## config.mk

```make
export PLATFORM = sky130hd
export DESIGN_NAME = can_serial_frame_deframer_top
export DESIGN_NICKNAME = d
export VERILOG_FILES = /design/src/sv/csfd_pkg.sv /design/src/sv/can_serial_frame_deframer_top.sv
export SDC_FILE = /design/constraint.sdc
export NUM_CORES = 1
export LEC_CHECK = 0
export BUFFER_PORTS_ARGS = -buffer_cell sky130_fd_sc_hd__buf_2
export CORE_ASPECT_RATIO = 0.9
export CORE_MARGIN = 2
export CORE_UTILIZATION = 50
export CTS_CLUSTER_SIZE = 28
export DETAILED_ROUTE_END_ITERATION = 10
export PLACE_DENSITY_LB_ADDON = 0.1
export SETUP_SLACK_MARGIN = 0.02
export SLEW_MARGIN = 20
export SYNTH_ARGS = -nofsm -noshare
export SYNTH_HDL_FRONTEND = slang
export SYNTH_SLANG_ARGS = --single-unit
```

## constraint.sdc

```tcl
create_clock -name clock -period 6.75 [get_ports clock]
set_input_delay 1.0125 -clock clock [delete_from_list [all_inputs] [get_ports clock]]
set_output_delay 1.0125 -clock clock [all_outputs]
set_load 0.02 [all_outputs]
```

## src/sv/csfd_pkg.sv

```systemverilog
`timescale 1ns / 1ps
// ----------------------------------------------------------------------------
// csfd_pkg
// Shared types and protocol constants for the CAN serial frame deframer.
// ----------------------------------------------------------------------------
package csfd_pkg;

   // Protocol bytes
   localparam logic [7:0] SYNC_BYTE    = 8'hAA;
   localparam logic [7:0] FIXED_CMD    = 8'h55;
   localparam logic [7:0] PARAM_CMD_A  = 8'h04;
   localparam logic [7:0] PARAM_CMD_B  = 8'h06;
   localparam logic [3:0] STD_FRAME_HI = 4'hC;
   localparam logic [3:0] EXT_FRAME_HI = 4'hE;

   // Packet byte limit outside idle
   localparam logic [4:0] COMMAND_LENGTH = 5'd20;

   // Payload store
   localparam int PAYLOAD_DEPTH = 15;
   localparam int PAYLOAD_AW    = 4;

   localparam logic [2:0] STD_ID_BYTES = 3'd2;
   localparam logic [2:0] EXT_ID_BYTES = 3'd4;

   typedef enum logic [2:0] {
      MODE_IDLE,
      MODE_CMD,
      MODE_BUILD,
      MODE_PARAMS,
      MODE_EMIT_RD,
      MODE_EMIT_LD
   } mode_type;

endpackage

```

## src/sv/can_serial_frame_deframer_top.sv

```systemverilog
`timescale 1ns / 1ps
// ----------------------------------------------------------------------------
// can_serial_frame_deframer_top
// Parses the adapter's serial byte stream and hands out each captured CAN
// frame as one transfer per data byte.
// ----------------------------------------------------------------------------
// Takes one serial byte per cycle on the req channel while parsing. When the
// last data byte of a frame arrives and capture is enabled, input is held off
// while the frame is replayed from the payload store: each data byte is read
// from the store and then loaded into the output register, and a load waits
// while the rsp side stalls. The single read port of the payload store sets
// that order. A result left in the output register does not block the next
// input byte.
module can_serial_frame_deframer_top (
   input  logic        clock,
   input  logic        reset,
   // serial bytes in
   input  logic        req_valid,
   output logic        req_ready,
   input  logic [7:0]  req_rx_byte,
   // frame bytes out
   output logic        rsp_valid,
   input  logic        rsp_ready,
   output logic [31:0] rsp_frame_id,
   output logic        rsp_is_extended,
   output logic [3:0]  rsp_payload_length,
   output logic [3:0]  rsp_byte_index,
   output logic [7:0]  rsp_data_byte,
   output logic        rsp_last,
   // control register
   input  logic        csr_valid,
   output logic        csr_ready,
   input  logic        csr_capture_enabled
);
   import csfd_pkg::*;

   mode_type mode_ff, mode_in;
   logic [4:0]  byte_count_ff, byte_count_in;
   logic [4:0]  frame_step_ff, frame_step_in;
   logic [31:0] id_ff, id_in;
   logic        ext_ff, ext_in;
   logic [3:0]  len_ff, len_in;
   logic [3:0]  emit_k_ff, emit_k_in;
   logic        capture_ff;

   logic [7:0]  payload_mem [PAYLOAD_DEPTH];
   logic [7:0]  rd_data_ff;
   logic        mem_wr_en, mem_rd_en;
   logic [PAYLOAD_AW-1:0] wr_addr;

   logic        rsp_valid_ff;
   logic [31:0] rsp_frame_id_ff;
   logic        rsp_ext_ff;
   logic [3:0]  rsp_len_ff;
   logic [3:0]  rsp_idx_ff;
   logic [7:0]  rsp_data_ff;
   logic        rsp_last_ff;
   logic        rsp_load;
   logic        emit_last;

   logic        req_accept;
   logic [2:0]  id_bytes;
   logic [4:0]  frame_end;
   logic [4:0]  last_step;
   logic [4:0]  data_pos;

   assign req_ready  = (mode_ff == MODE_IDLE) || (mode_ff == MODE_CMD) ||
                       (mode_ff == MODE_BUILD) || (mode_ff == MODE_PARAMS);
   assign req_accept = req_valid && req_ready;
   assign csr_ready  = 1'b1;

   assign id_bytes  = ext_ff ? EXT_ID_BYTES : STD_ID_BYTES;
   assign frame_end = {2'b00, id_bytes} + {1'b0, len_ff};
   assign last_step = frame_end - 5'd1;
   assign data_pos  = frame_step_ff - {2'b00, id_bytes};
   assign wr_addr   = data_pos[PAYLOAD_AW-1:0];
   assign emit_last = (emit_k_ff == (len_ff - 4'd1));

   always_comb begin
      mode_in       = mode_ff;
      byte_count_in = byte_count_ff;
      frame_step_in = frame_step_ff;
      id_in         = id_ff;
      ext_in        = ext_ff;
      len_in        = len_ff;
      emit_k_in     = emit_k_ff;
      mem_wr_en     = 1'b0;
      mem_rd_en     = 1'b0;
      rsp_load      = 1'b0;

      if (req_accept) begin
         byte_count_in = byte_count_ff + 5'd1;
      end

      unique case (mode_ff)
         MODE_IDLE: begin
            if (req_accept && req_rx_byte == SYNC_BYTE) begin
               mode_in       = MODE_CMD;
               byte_count_in = 5'd1;
            end
         end
         MODE_CMD: begin
            if (req_accept) begin
               priority if (req_rx_byte == FIXED_CMD) begin
                  mode_in = MODE_CMD;
               end else if (req_rx_byte == PARAM_CMD_A || req_rx_byte == PARAM_CMD_B) begin
                  mode_in = MODE_PARAMS;
               end else if (req_rx_byte[7:4] == STD_FRAME_HI ||
                            req_rx_byte[7:4] == EXT_FRAME_HI) begin
                  mode_in       = MODE_BUILD;
                  frame_step_in = 5'd0;
                  len_in        = req_rx_byte[3:0];
                  ext_in        = (req_rx_byte[7:4] == EXT_FRAME_HI);
               end else begin
                  // unknown command: keep looking for one
                  mode_in = MODE_CMD;
               end
            end
         end
         MODE_BUILD: begin
            if (req_accept) begin
               priority if (frame_step_ff < {2'b00, id_bytes}) begin
                  unique case (frame_step_ff[1:0])
                     2'd0: id_in = {24'd0, req_rx_byte};
                     2'd1: id_in[15:8]  = req_rx_byte;
                     2'd2: id_in[23:16] = req_rx_byte;
                     2'd3: id_in[31:24] = req_rx_byte;
                     default: id_in = id_ff;
                  endcase
                  frame_step_in = frame_step_ff + 5'd1;
               end else if (frame_step_ff < frame_end) begin
                  mem_wr_en = 1'b1;
                  if (frame_step_ff == last_step) begin
                     mode_in       = capture_ff ? MODE_EMIT_RD : MODE_IDLE;
                     emit_k_in     = 4'd0;
                     frame_step_in = 5'd0;
                  end else begin
                     frame_step_in = frame_step_ff + 5'd1;
                  end
               end else begin
                  // zero-length frame: byte after the ID closes it
                  mode_in       = MODE_IDLE;
                  frame_step_in = 5'd0;
               end
            end
         end
         MODE_PARAMS: begin
            mode_in = MODE_PARAMS;
         end
         MODE_EMIT_RD: begin
            mem_rd_en = 1'b1;
            mode_in   = MODE_EMIT_LD;
         end
         MODE_EMIT_LD: begin
            if (!rsp_valid_ff || rsp_ready) begin
               rsp_load = 1'b1;
               if (emit_last) begin
                  mode_in = MODE_IDLE;
               end else begin
                  emit_k_in = emit_k_ff + 4'd1;
                  mode_in   = MODE_EMIT_RD;
               end
            end
         end
         default: begin
            mode_in = MODE_IDLE;
         end
      endcase

      // packet byte limit, checked after the byte is handled
      if (req_accept && byte_count_in == COMMAND_LENGTH &&
          (mode_in == MODE_CMD || mode_in == MODE_BUILD || mode_in == MODE_PARAMS)) begin
         mode_in       = MODE_IDLE;
         frame_step_in = 5'd0;
         byte_count_in = 5'd0;
      end
   end

   always_ff @(posedge clock) begin
      if (reset) begin
         mode_ff       <= MODE_IDLE;
         byte_count_ff <= 5'd0;
         frame_step_ff <= 5'd0;
         id_ff         <= 32'd0;
         ext_ff        <= 1'b0;
         len_ff        <= 4'd0;
         emit_k_ff     <= 4'd0;
         capture_ff    <= 1'b1;
         rsp_valid_ff  <= 1'b0;
      end else begin
         mode_ff       <= mode_in;
         byte_count_ff <= byte_count_in;
         frame_step_ff <= frame_step_in;
         id_ff         <= id_in;
         ext_ff        <= ext_in;
         len_ff        <= len_in;
         emit_k_ff     <= emit_k_in;
         if (csr_valid && csr_ready) begin
            capture_ff <= csr_capture_enabled;
         end
         if (rsp_load) begin
            rsp_valid_ff <= 1'b1;
         end else if (rsp_ready) begin
            rsp_valid_ff <= 1'b0;
         end
      end
   end

   // payload store: write while parsing, read only while replaying
   always_ff @(posedge clock) begin
      if (mem_wr_en) begin
         payload_mem[wr_addr] <= req_rx_byte;
      end
   end

   always_ff @(posedge clock) begin
      if (mem_rd_en) begin
         rd_data_ff <= payload_mem[emit_k_ff];
      end
   end

   always_ff @(posedge clock) begin
      if (rsp_load) begin
         rsp_frame_id_ff <= id_ff;
         rsp_ext_ff      <= ext_ff;
         rsp_len_ff      <= len_ff;
         rsp_idx_ff      <= emit_k_ff;
         rsp_data_ff     <= rd_data_ff;
         rsp_last_ff     <= emit_last;
      end
   end

   assign rsp_valid          = rsp_valid_ff;
   assign rsp_frame_id       = rsp_frame_id_ff;
   assign rsp_is_extended    = rsp_ext_ff;
   assign rsp_payload_length = rsp_len_ff;
   assign rsp_byte_index     = rsp_idx_ff;
   assign rsp_data_byte      = rsp_data_ff;
   assign rsp_last           = rsp_last_ff;

endmodule

```

# ---- Yosys cells after proc, flatten, opt, wreduce, memory -nomap -nowiden
# Memories as Yosys holds them, arrays and structs flattened. A register that Yosys moved wholly into a read port is not among the register bits.
# Index checks and enable logic that the tools add are counted.
# Widths: inputs -> output; s select.
dict set report op_classes {
  add_sub_neg 7
  bitwise_logic 2
  eq_ne 30
  order_cmp 2
  muxes 47
  n_reduce_logical 29
}
# cell n
set op_table {}
lappend op_table {{$mux 5} 11}
lappend op_table {{$pmux 8 s2} 3}
lappend op_table {{$mux 3} 10}
lappend op_table {{$mux 4} 6}
lappend op_table {{$pmux 3 s6} 1}
lappend op_table {{$eq 8x3->1 const B} 2}
lappend op_table {{$reduce_and 4->1} 4}
lappend op_table {{$ne 2x2->1 const B} 7}
lappend op_table {{$eq 3x2->1 const B} 4}
lappend op_table {{$reduce_bool 2->1} 6}
lappend op_table {{$mux 1} 11}
lappend op_table {{$add 5x1->5 const B} 2}
lappend op_table {{$pmux 5 s2} 1}
lappend op_table {{$eq 4x4->1 const B} 2}
lappend op_table {{$eq 8x7->1 const B} 1}
lappend op_table {{$eq 8x8->1 const B} 1}
lappend op_table {{$logic_or 1x1->1} 8}
lappend op_table {{$pmux 4 s2} 1}
lappend op_table {{$reduce_and 7->1} 1}
lappend op_table {{$eq 3x1->1 const B} 2}
lappend op_table {{$eq 3x3->1 const B} 2}
lappend op_table {{$mux 2} 3}
lappend op_table {{$ne 2x1->1 const B} 3}
lappend op_table {{$reduce_and 6->1} 1}
lappend op_table {{other kinds (19)} 24}
dict set report word_totals {
  ram_bits 120
  ff_bits 106
  out_inout_bits 53
  mem_count 1
  input_bits 14
}
# name depth width read_ports rd_clocked_by_memory_dff wr line
set mem_list {}
lappend mem_list {payload_mem 15 8 1 1 1 can_serial_frame_deframer_top.sv:46} ;# logic [7:0] payload_mem [PAYLOAD_DEPTH];

# ---- Logic depth before layout (Yosys ltp)
# Gate-level depths: netlist (run 1).
dict set report logic_depth {
  word_depth 14
  ltp_mapped 12
  ltp_nobuf 11
}

# ---- Worst setup path before layout (run 1)
# OpenSTA, ideal clock, no wires.
dict set report synth_path {
  kind {register -> register}
  startpoint {register ext_ff}
  endpoint {memory payload_mem[10][0] (enable)}
  arrival_ps 2926
  setup_ps 383
  stages_incl_launch_ff 10
  slack_ps 3440
  required_time_ps 6367
  synth_period_minus_slack_ps 3310
  cell_sequence {dfxtp_1 -> inv_1 -> ha_1 -> inv_1 -> fa_1 -> ha_1 -> a211oi_1 -> a22oi_2 -> or4_1 -> nor3_1}
}
dict set report synth_via {
  elab_chain_cells 9
  word_cells_on_any_way 11
}
# element line
set synth_rtl {}
lappend synth_rtl {{start: declaration} can_serial_frame_deframer_top.sv:41} ;# logic ext_ff, ext_in;
lappend synth_rtl {{start signal: assignment} can_serial_frame_deframer_top.sv:195} ;# ext_ff <= ext_in;
lappend synth_rtl {{$mux 3 (*)} can_serial_frame_deframer_top.sv:72} ;# assign id_bytes = ext_ff ? EXT_ID_BYTES : STD_ID_BYTES;
lappend synth_rtl {{$add 3x4->5} can_serial_frame_deframer_top.sv:73} ;# assign frame_end = {2'b00, id_bytes} + {1'b0, len_ff};
lappend synth_rtl {{$lt 5x5->1} can_serial_frame_deframer_top.sv:131} ;# end else if (frame_step_ff < frame_end) begin
lappend synth_rtl {{$mux 1} can_serial_frame_deframer_top.sv:131}
lappend synth_rtl {{$mux 1} can_serial_frame_deframer_top.sv:122} ;# priority if (frame_step_ff < {2'b00, id_bytes}) begin
lappend synth_rtl {{$mux 1} can_serial_frame_deframer_top.sv:121} ;# if (req_accept) begin
lappend synth_rtl {{$mux 1} can_serial_frame_deframer_top.sv:95} ;# unique case (mode_ff)
lappend synth_rtl {{$mux 1} can_serial_frame_deframer_top.sv:211} ;# if (mem_wr_en) begin
lappend synth_rtl {{$mux 1 (not written as such)} can_serial_frame_deframer_top.sv:212} ;# payload_mem[wr_addr] <= req_rx_byte;
lappend synth_rtl {{end: declaration} can_serial_frame_deframer_top.sv:46}
# Mark *: on every way between the ends. The rest lies on a longest branch, timed or not.

# ---- Worst setup path after layout (run 1)
# Ends and elaborated chain as after synthesis.

==> results.md, run 1 <==
- The flow ran to the end, and the final reports show no timing, DRC or antenna violations.
- The required time reported for the critical path endpoint is 6.88 ns.
- The switching power summed over all nets is 0.642 mW.
- The average wire per cell in the routed design is 21.5 um.
- The combinational fraction of design power is 4.3%.
- After layout, the minimum clock period comes to 3.79 ns.
- The library cell used as clock root buffer is sky130_fd_sc_hd__clkbuf_16.
- The Yosys step of the flow raised 0 warnings.
- The count of unresolved DRC violations after routing is 0.
- The floorplan has 47 rows.
- For this design, the slowest cell found on the critical path is sky130_fd_sc_hd__nor3_1.
- Of the total power, the share spent switching nets is 21.2%.
- The flip-flop and latch count after synthesis is 234.
- The pin count of the biggest net entering global routing is 53.
- The type of element launching the critical path is a flip-flop.
- The later-pin clock latency in the skew report is 0.53 ns.
- The type of element capturing the critical path is a flip-flop.
- Global routing finished with a remaining overflow of 0.
- The floorplan step defined a die boundary enclosing 19800 um^2.
- The number of DRC markers in iteration 0 is 403.
- In this run the remaining antenna-violating nets after routing total 0.
- In this run, post-CTS repair resized a total of 0 instances.
- Data arrives at the worst endpoint at 3.91 ns.
- After clock tree synthesis, the clock-pin slew on the worst setup and hold paths is 0.06 ns.
- CTS saw 234 sinks.
- The portion of total power attributed to sequential cells is 51.7%.
- Summed over all cells, the static leakage comes to 3.65 nW.
- Of all nets on the critical path, the largest fanout is 8.
- The post-synthesis to final-layout area growth is 14.7%.
- Setup violations remaining at the end of the flow were counted as 0.
- The critical path goes through inv_1 -> ha_1 -> inv_1 -> fa_1 -> ha_1 -> a211oi_1 -> a22oi_2 -> or4_1 -> nor3_1.
- The overall via count from detail_route is 5492.
- The areal power density over the cells is 283 nW/um^2.
- Before antenna repair, the detailed router went through 5 iterations.
- The post-route clock period utilization is 56.1%.
- The critical path start-end classification is flip-flop to flip-flop.
- The first global-routing pass estimated 31200 um of wire.
- The post-route netlist has 22.1% of its cells at a drive strength greater than 1.
- Global routing consumed, over all layers together, 20.8% of the routing resources.
- The number of flops mapped to enable cells by yosys is 178.
- For this block, the routed nets add up to 20200 um of wire.
- After synthesis, the netlist uses 56 different library cells.
- After layout, the worst setup slack is 2.96 ns.
- TritonCTS built the clock tree.
- The total internal power is 2.39 mW.
- The final-report hold violation count is 0.
- The number of CTS-inserted buffers is 24.
- The worst setup slack after placement is 2.89 ns.
- The floorplan step set the die width to 148 um.
- The number of nets in the final layout is 712.
- The most used flip-flop cell after synthesis is sky130_fd_sc_hd__edfxtp_1.
- The total nets after synthesis is 644.
- The post-synthesis sequential area ratio is 69.2%.
- The last weighted congestion value of the routability-driven placer is 0.844.
- Measured against its own limit, the worst slew margin works out to 27.2%.
- The delay of the slowest cell on the worst path is 0.85 ns.
- Power comes to 3.03 mW.
- CTS built an H-tree with a depth of 1.
- Summed over all nets, the half-perimeter wirelength after detailed placement is 13000 um.
- The initial antenna violation count is 0.
- At the pin with the least slew margin, the transition time is 1.08 ns.
- The via count of the first global-routing pass is 5345.
- Buffers placed on the I/O ports in this run total 65.
- The maximum buffer depth of the clock tree is 3.
- The die is 134 um tall.
- In this run the standard cell core region covers 18300 um^2.
- The post-route clock skew is 0.0254 ns.
- The count of max-cap constraint violations is 0.
- The final number of max-transition violations is 0.
- The per-cell via count in the routed design is 5.82.
- In the synthesized netlist the async set-or-reset flop fraction comes to 0%.
- Synthesis produced 613 cells.
- The number of top-level pins is 67.
- Timing would allow up to 264 MHz.
- The maximum vdd drop is 200 uV.
- Setup repair after global routing left no endpoint under its margin.
- 0 antenna diodes ended up in the layout.
- The total negative slack for setup checks is 0 ns.
- In this run the post-CTS setup repair buffer count came out at 0.
- The synthesized area is 9340 um^2.
- In this run the mean area of a mapped cell was 15.2 um^2.
- For this configuration, the core starts out at a cell density of 50.9%.
- The hold buffer count at CTS is 0.
- The total placed cells including tap cells is 900.
- The final cell count without fillers is 943.
- The worst hold path belongs to the class flip-flop to flip-flop.
- The clock network burns 44.0% of the power.
[path summary, 6_finish.rpt]
path	from	end	slack [ns]	cells past startpoint
setup / recovery	ext_ff$_SDFFE_PP0P_	payload_mem[10][0]$_DFFE_PP_	2.96	9
hold / removal	id_ff[1]$_SDFFE_PP0P_	rsp_frame_id[1]$_DFFE_PP_	0.41	0
setup reg to reg	ext_ff$_SDFFE_PP0P_	payload_mem[10][0]$_DFFE_PP_	2.96	9
hold reg to reg	id_ff[1]$_SDFFE_PP0P_	rsp_frame_id[1]$_DFFE_PP_	0.41	0
[critical path, delay by kind of cell, from the launching register on]
family	cells	cell delay, ns
AO/OA/AOI/OAI	2	0.47
adder cells (fa/ha/maj)	3	0.93
buffers and inverters	2	0.20
flip-flops	1	0.37
AND/OR/NAND/NOR	2	1.42
[per-stage QoR]
| step | utilization, % | instance area (um^2) | hold slack [ns] |
|---|---|---|---|
| 2_1_floorplan | - | 9340 | 0.400 |
| 6_report | 58.4 | 10700 | 0.412 |
| 3_5_place_dp | 53.9 | 9890 | 0.408 |
| 4_1_cts | 58.3 | 10700 | 0.419 |
| 3_3_place_gp | 53.9 | 9890 | 0.403 |
| 5_1_grt | 58.4 | 10700 | 0.431 |
[power groups by stage]
stage	Sequential [mW]	Combinational (mW)	Clock, mW
2_1_floorplan	1.59	0.0832	0
3_3_place_gp	1.60	0.125	0
3_5_place_dp	1.60	0.127	0
4_1_cts	1.57	0.128	1.36
5_1_grt	1.57	0.144	1.41
6_report	1.57	0.129	1.33
[routing by layer]
layer / track usage, % / vias up / wire [um]
met2: 32.2 / 201 / 9400
met3: 3.70 / 36 / 1300
met4: 5.93 / 0 / 471
met1: 30.7 / 2776 / 9060
li1: - / 2479 / -
met5: 0 / - / 0
[cells by family after synthesis]
| kind of cell | count (synthesis) | share of synthesized area [%] |
|---|---|---|
| other | 1 | 0.0401 |
| XOR/XNOR | 17 | 2.05 |
| multiplexers | 47 | 9.32 |
| buffers and inverters | 46 | 1.98 |
| AND/OR/NAND/NOR | 172 | 9.09 |
| flip-flops | 234 | 69.2 |
| adder cells (fa/ha/maj) | 17 | 2.44 |
| AO/OA/AOI/OAI | 79 | 5.88 |
[synthesized netlist by cell type (2+ instances only)]
master,instances,area share [%]
sky130_fd_sc_hd__dfxtp_1,56,12
sky130_fd_sc_hd__a32oi_1,3,0.28
sky130_fd_sc_hd__and2_1,5,0.33
sky130_fd_sc_hd__nor2_1,45,1.8
sky130_fd_sc_hd__a211oi_1,2,0.16
sky130_fd_sc_hd__fa_1,2,0.43
sky130_fd_sc_hd__nor3_1,11,0.59
sky130_fd_sc_hd__o21ai_0,13,0.70
sky130_fd_sc_hd__or4_1,4,0.32
sky130_fd_sc_hd__mux2i_1,15,1.6
sky130_fd_sc_hd__nor2b_1,6,0.40
sky130_fd_sc_hd__clkbuf_1,19,0.76
sky130_fd_sc_hd__xor2_1,4,0.37
sky130_fd_sc_hd__and3_1,2,0.13
sky130_fd_sc_hd__xnor3_1,2,0.48
sky130_fd_sc_hd__nand4_1,6,0.40
sky130_fd_sc_hd__ha_1,15,2.0
sky130_fd_sc_hd__mux4_2,32,7.7
sky130_fd_sc_hd__o32ai_1,4,0.37
sky130_fd_sc_hd__nor4_1,2,0.13
sky130_fd_sc_hd__or3_1,4,0.27
sky130_fd_sc_hd__edfxtp_1,178,57
sky130_fd_sc_hd__nand3_1,21,1.1
sky130_fd_sc_hd__buf_2,7,0.37
sky130_fd_sc_hd__a21oi_1,24,1.3
sky130_fd_sc_hd__xnor2_1,10,0.94
sky130_fd_sc_hd__nand2_1,48,1.9
sky130_fd_sc_hd__inv_1,18,0.72
sky130_fd_sc_hd__o211ai_1,3,0.24
sky130_fd_sc_hd__nand2b_1,7,0.47
sky130_fd_sc_hd__or3b_2,2,0.19
sky130_fd_sc_hd__a22oi_1,19,1.5
[layout by cell type, fill, tap and decap left out, types with 3 or more instances in the layout]
cell type | Yosys | routed
sky130_fd_sc_hd__dfxtp_1 | 56 | 55
sky130_fd_sc_hd__inv_1 | 18 | 18
sky130_fd_sc_hd__buf_4 | 1 | 4
sky130_fd_sc_hd__mux2i_1 | 15 | 15
sky130_fd_sc_hd__xnor2_1 | 10 | 10
sky130_fd_sc_hd__nor2_1 | 45 | 45
sky130_fd_sc_hd__a32oi_1 | 3 | 3
sky130_fd_sc_hd__edfxtp_1 | 178 | 178
sky130_fd_sc_hd__buf_2 | 7 | 65
sky130_fd_sc_hd__nand3_1 | 21 | 21
sky130_fd_sc_hd__a22oi_1 | 19 | 19
sky130_fd_sc_hd__or3_1 | 4 | 4
sky130_fd_sc_hd__clkbuf_16 | 0 | 26
sky130_fd_sc_hd__and2_1 | 5 | 5
sky130_fd_sc_hd__xor2_1 | 4 | 4
sky130_fd_sc_hd__nor3_1 | 11 | 9
sky130_fd_sc_hd__o211ai_1 | 3 | 3
sky130_fd_sc_hd__a21oi_1 | 24 | 24
sky130_fd_sc_hd__o32ai_1 | 4 | 4
sky130_fd_sc_hd__nand4_1 | 6 | 6
sky130_fd_sc_hd__o21ai_0 | 13 | 13
sky130_fd_sc_hd__mux4_2 | 32 | 32
sky130_fd_sc_hd__nor2b_1 | 6 | 6
sky130_fd_sc_hd__clkbuf_1 | 19 | 6
sky130_fd_sc_hd__clkinv_2 | 0 | 4
sky130_fd_sc_hd__or4_1 | 4 | 4
sky130_fd_sc_hd__nand2b_1 | 7 | 7
sky130_fd_sc_hd__ha_1 | 15 | 15
sky130_fd_sc_hd__nand2_1 | 48 | 48
[flip-flops by register name, indices dropped and copies added (netlist names)]
signal,cells
id_ff,32
rd_data_ff,8
rsp_is_extended,1
byte_count_ff,5
rsp_data_byte,8
len_ff,4
ext_ff,1
rsp_valid,1
frame_step_ff,5
payload_mem,120
emit_k_ff,4
rsp_byte_index,4
rsp_last,1
rsp_frame_id,32
mode_ff,3
rsp_payload_length,4
capture_ff,1
[cell type report]
| type | count | area (um^2) |
|---|---|---|
| fill | 1466 | 7630 |
| sequential | 234 | 6470 |
| multi-input combinational | 333 | 2710 |
| clock buffer | 34 | 701 |
| timing repair buffer | 69 | 355 |
| tap | 245 | 307 |
| clock inverter | 9 | 104 |
| inverter | 19 | 71.3 |
Power figures use the tool's default switching activity.
==> inputs of run 2 (changes only) <==
Clock period 6.75 ns to 3.15 ns, I/O delays scaled along.
==> run 2 against run 1 <==
Net effect: sequential cell count unchanged; first-iteration DRC count increased by 28%; worst setup slack got worse by 2.9 ns; clock-buffer cell count decreased by 2; largest power group unchanged; non-clock buffer count increased by 40; core utilization increased by 2.1 points; critical path depth unchanged; final area increased by 3.6%; routed wire length increased by 4.7%; critical endpoint is now byte_count_ff[2]$_SDFF_PP0_; worst hold slack got worse by 0.24 ns.
==> results.md, run 2 (same netlist as run 1, synthesis figures left out) <==
- The first global-routing pass estimated 32000 um of wire.
- TritonCTS built the clock tree.
- The worst path uses 96.5% of the clock period.
- The clock share of power is 44.6%.
- The most common cell after layout, fill and taps aside is sky130_fd_sc_hd__edfxtp_1.
- The number of nets in the final layout is 753.
- The maximum buffer depth of the clock tree is 3.
- The via count of the first global-routing pass is 5493.
- The number of flip-flops in the largest register is 120.
- The post-synthesis to final-layout area growth is 18.8%.
- The clock slew seen by the registers of the worst setup and hold paths is 0.06 ns.
- The number of DRC markers in iteration 0 is 514.
- The total die area is 19800 um^2.
- The final worst setup slack is 0.111 ns.
- The number of H-tree levels is 1.
- In the layout the commonest cells are sky130_fd_sc_hd__edfxtp_1, sky130_fd_sc_hd__buf_2, sky130_fd_sc_hd__dfxtp_1.
- The final-report hold violation count is 0.
- Entering global routing, the biggest net connects 45 pins.
- The minimum clock period after layout is 3.04 ns.
- The last weighted congestion value of the routability-driven placer is 0.836.
- Headroom to the max-slew limit came out at 36.2%.
- Port buffering added 65 buffers.
- For the final routed database, the setup TNS stands at 0 ns.
- The total wire length after detailed routing is 21200 um.
- The overall via count from detail_route is 5609.
- After detailed routing, the number of remaining DRC violations is 0.
- The critical path is of the flip-flop to flip-flop type.
- The final core area utilization is 60.5%.
- The combinational fraction of design power is 4.9%.
- Buffers inserted during clock tree synthesis total 25.
- The final number of max-transition violations is 0.
- The hold buffer count at CTS is 0.
- The worst setup slack after placement is 0.0285 ns.
- In the final routed layout, each cell accounts on average for 21.5 um.
- The reg-to-reg endpoint is byte_count_ff[2]$_SDFF_PP0_.
- The total power is 6.64 mW.
- On the final layout, the worst clock skew is 0.0143 ns.
- The count of cells along the worst register-to-register path is 9.
- The initial antenna violation count came to 0.
- From left edge to right edge, the die measures 148 um.
- The remaining global-route overflow is 0.
- The endpoint of the most critical setup path is byte_count_ff[2]$_SDFF_PP0_.
- In this run the power density over the cells is 598 nW/um^2.
- In this run the power spent charging and discharging nets is 1.41 mW.
- The arrival time at the worst endpoint is 3.47 ns.
- The total number of clock tree sinks is 234.
- The first TritonRoute pass finished after 5 iterations.
- The height of the chip is 134 um.
- The largest driver fanout on the critical path is 7.
- In this run switching power makes up 21.2% of total power.
- The per-cell via count in the routed design is 5.69.
- Cells with a size suffix above 1 make up 27.8% of the layout.
- In this run the critical register-to-register path is launched from len_ff[1]$_SDFFE_PP0P_.
- The transition at the pin with the smallest max-transition slack is 0.953 ns.
- In this run the core area contains 47 standard-cell rows.
- Once detailed placement completed, the half-perimeter wirelength came to 14300 um.
- The number of nets still failing antenna checks after routing is 0.
- The register with the highest flop count is payload_mem.
- Tracing the worst setup path back leads to its startpoint at len_ff[1]$_SDFFE_PP0P_.
- In this run, flip-flops and latches consume 50.4% of the power.
- Data on the critical path is required at its endpoint by 3.58 ns.
- The type of element launching the critical path is a flip-flop.
- The setup-violating endpoint count in the final report is 0.
- The clock reaches the later pin of the worst-skew pair after 0.52 ns.
- The internal power of the cells totals 5.23 mW.
- The number of top-level pins is 67.
- Clock tree synthesis selected as its root buffer the cell sky130_fd_sc_hd__clkbuf_16.
- The maximum vdd drop is 324 uV.
- The tool flagged a number of max-cap violations equal to 0.
- The repair_antennas step left the layout with diodes totalling 0.
- The run finished with clean final reports.
- The setup check on the worst reg-to-reg path leaves a slack of 0.11 ns.
- The region available for standard cell placement spans 18300 um^2.
- The peak clock frequency supported by timing is 329 MHz.
- STA classifies the critical path endpoint as a flip-flop.
- The path class of the lowest-slack min-delay path is input port to flip-flop.
- The standby leakage power is 3.89 nW.
- The initial utilization of the core area, before any placement, comes to 50.9%.
- The total routing usage reported by global routing is 21.5%.
## run 2: power by group through the flow
stage	combinational [mW]	sequential (mW)	clock, mW
finish	0.327	3.35	2.96
global placement	0.303	3.41	0
CTS	0.315	3.35	3.00
global route	0.354	3.35	3.12
floorplan	0.179	3.41	0
detailed placement	0.309	3.41	0
## run 2: per-layer routing
layer	share of wire, %	global-route usage, %	wire length (um)	up-vias
met3	6.3	3.90	1330	37
met1	46	32.0	9670	2821
met5	0	0	0	-
met4	2.4	5.77	507	0
li1	-	-	-	2561
met2	46	33.1	9670	190
## run 2: what timing repair did
| item | 4_1_cts | 5_1_grt |
|---|---|---|
| pin swaps | 0 | 1 |
| endpoints found under the setup margin | 3 | 113 |
| resized for setup | 1 | 10 |
| setup buffers | 0 | 1 |
| hold endpoints to repair | 0 | 0 |
## run 2: final cells by class
cell class | instances | area (um^2)
multi-input cells | 333 | 2740
clock inverters | 14 | 150
fillers | 1425 | 7250
well taps | 245 | 307
clock buffers | 32 | 692
inverters | 19 | 71.3
repair buffers | 109 | 668
flip-flops and latches | 234 | 6470
## run 2: through the flow
stage | hold WS (ns) | instances | instance area (um^2)
detailed placement | 0.406 | 939 | 10200
finish | 0.174 | 986 | 11100
global route | 0.181 | 986 | 11100
floorplan | 0.400 | 613 | 9350
global placement | 0.402 | 939 | 10200
CTS | 0.165 | 985 | 11100
## run 2: worst min path at each step
stage                                        from                          to  depth (start not counted)
after global placement    rd_data_ff[7]$_DFFE_PN_  rsp_data_byte[7]$_DFFE_PP_                          0
after floorplan           rd_data_ff[0]$_DFFE_PN_  rsp_data_byte[0]$_DFFE_PP_                          0
final                         csr_capture_enabled     capture_ff$_SDFFE_PP1P_                          3
after CTS                     csr_capture_enabled     capture_ff$_SDFFE_PP1P_                          3
after global routing          csr_capture_enabled     capture_ff$_SDFFE_PP1P_                          3
after detailed placement  rd_data_ff[2]$_DFFE_PN_  rsp_data_byte[2]$_DFFE_PP_                          0
## run 2: worst max-delay path, stage by stage (launching register included)
cell	delay (ns)
sky130_fd_sc_hd__dfxtp_1	0.41
sky130_fd_sc_hd__ha_1	0.20
sky130_fd_sc_hd__inv_1	0.06
sky130_fd_sc_hd__fa_2	0.56
sky130_fd_sc_hd__or3b_2	0.46
sky130_fd_sc_hd__xnor3_1	0.23
sky130_fd_sc_hd__and2_4	0.17
sky130_fd_sc_hd__a211oi_4	0.09
sky130_fd_sc_hd__or4_1	0.53
sky130_fd_sc_hd__a211oi_1	0.25
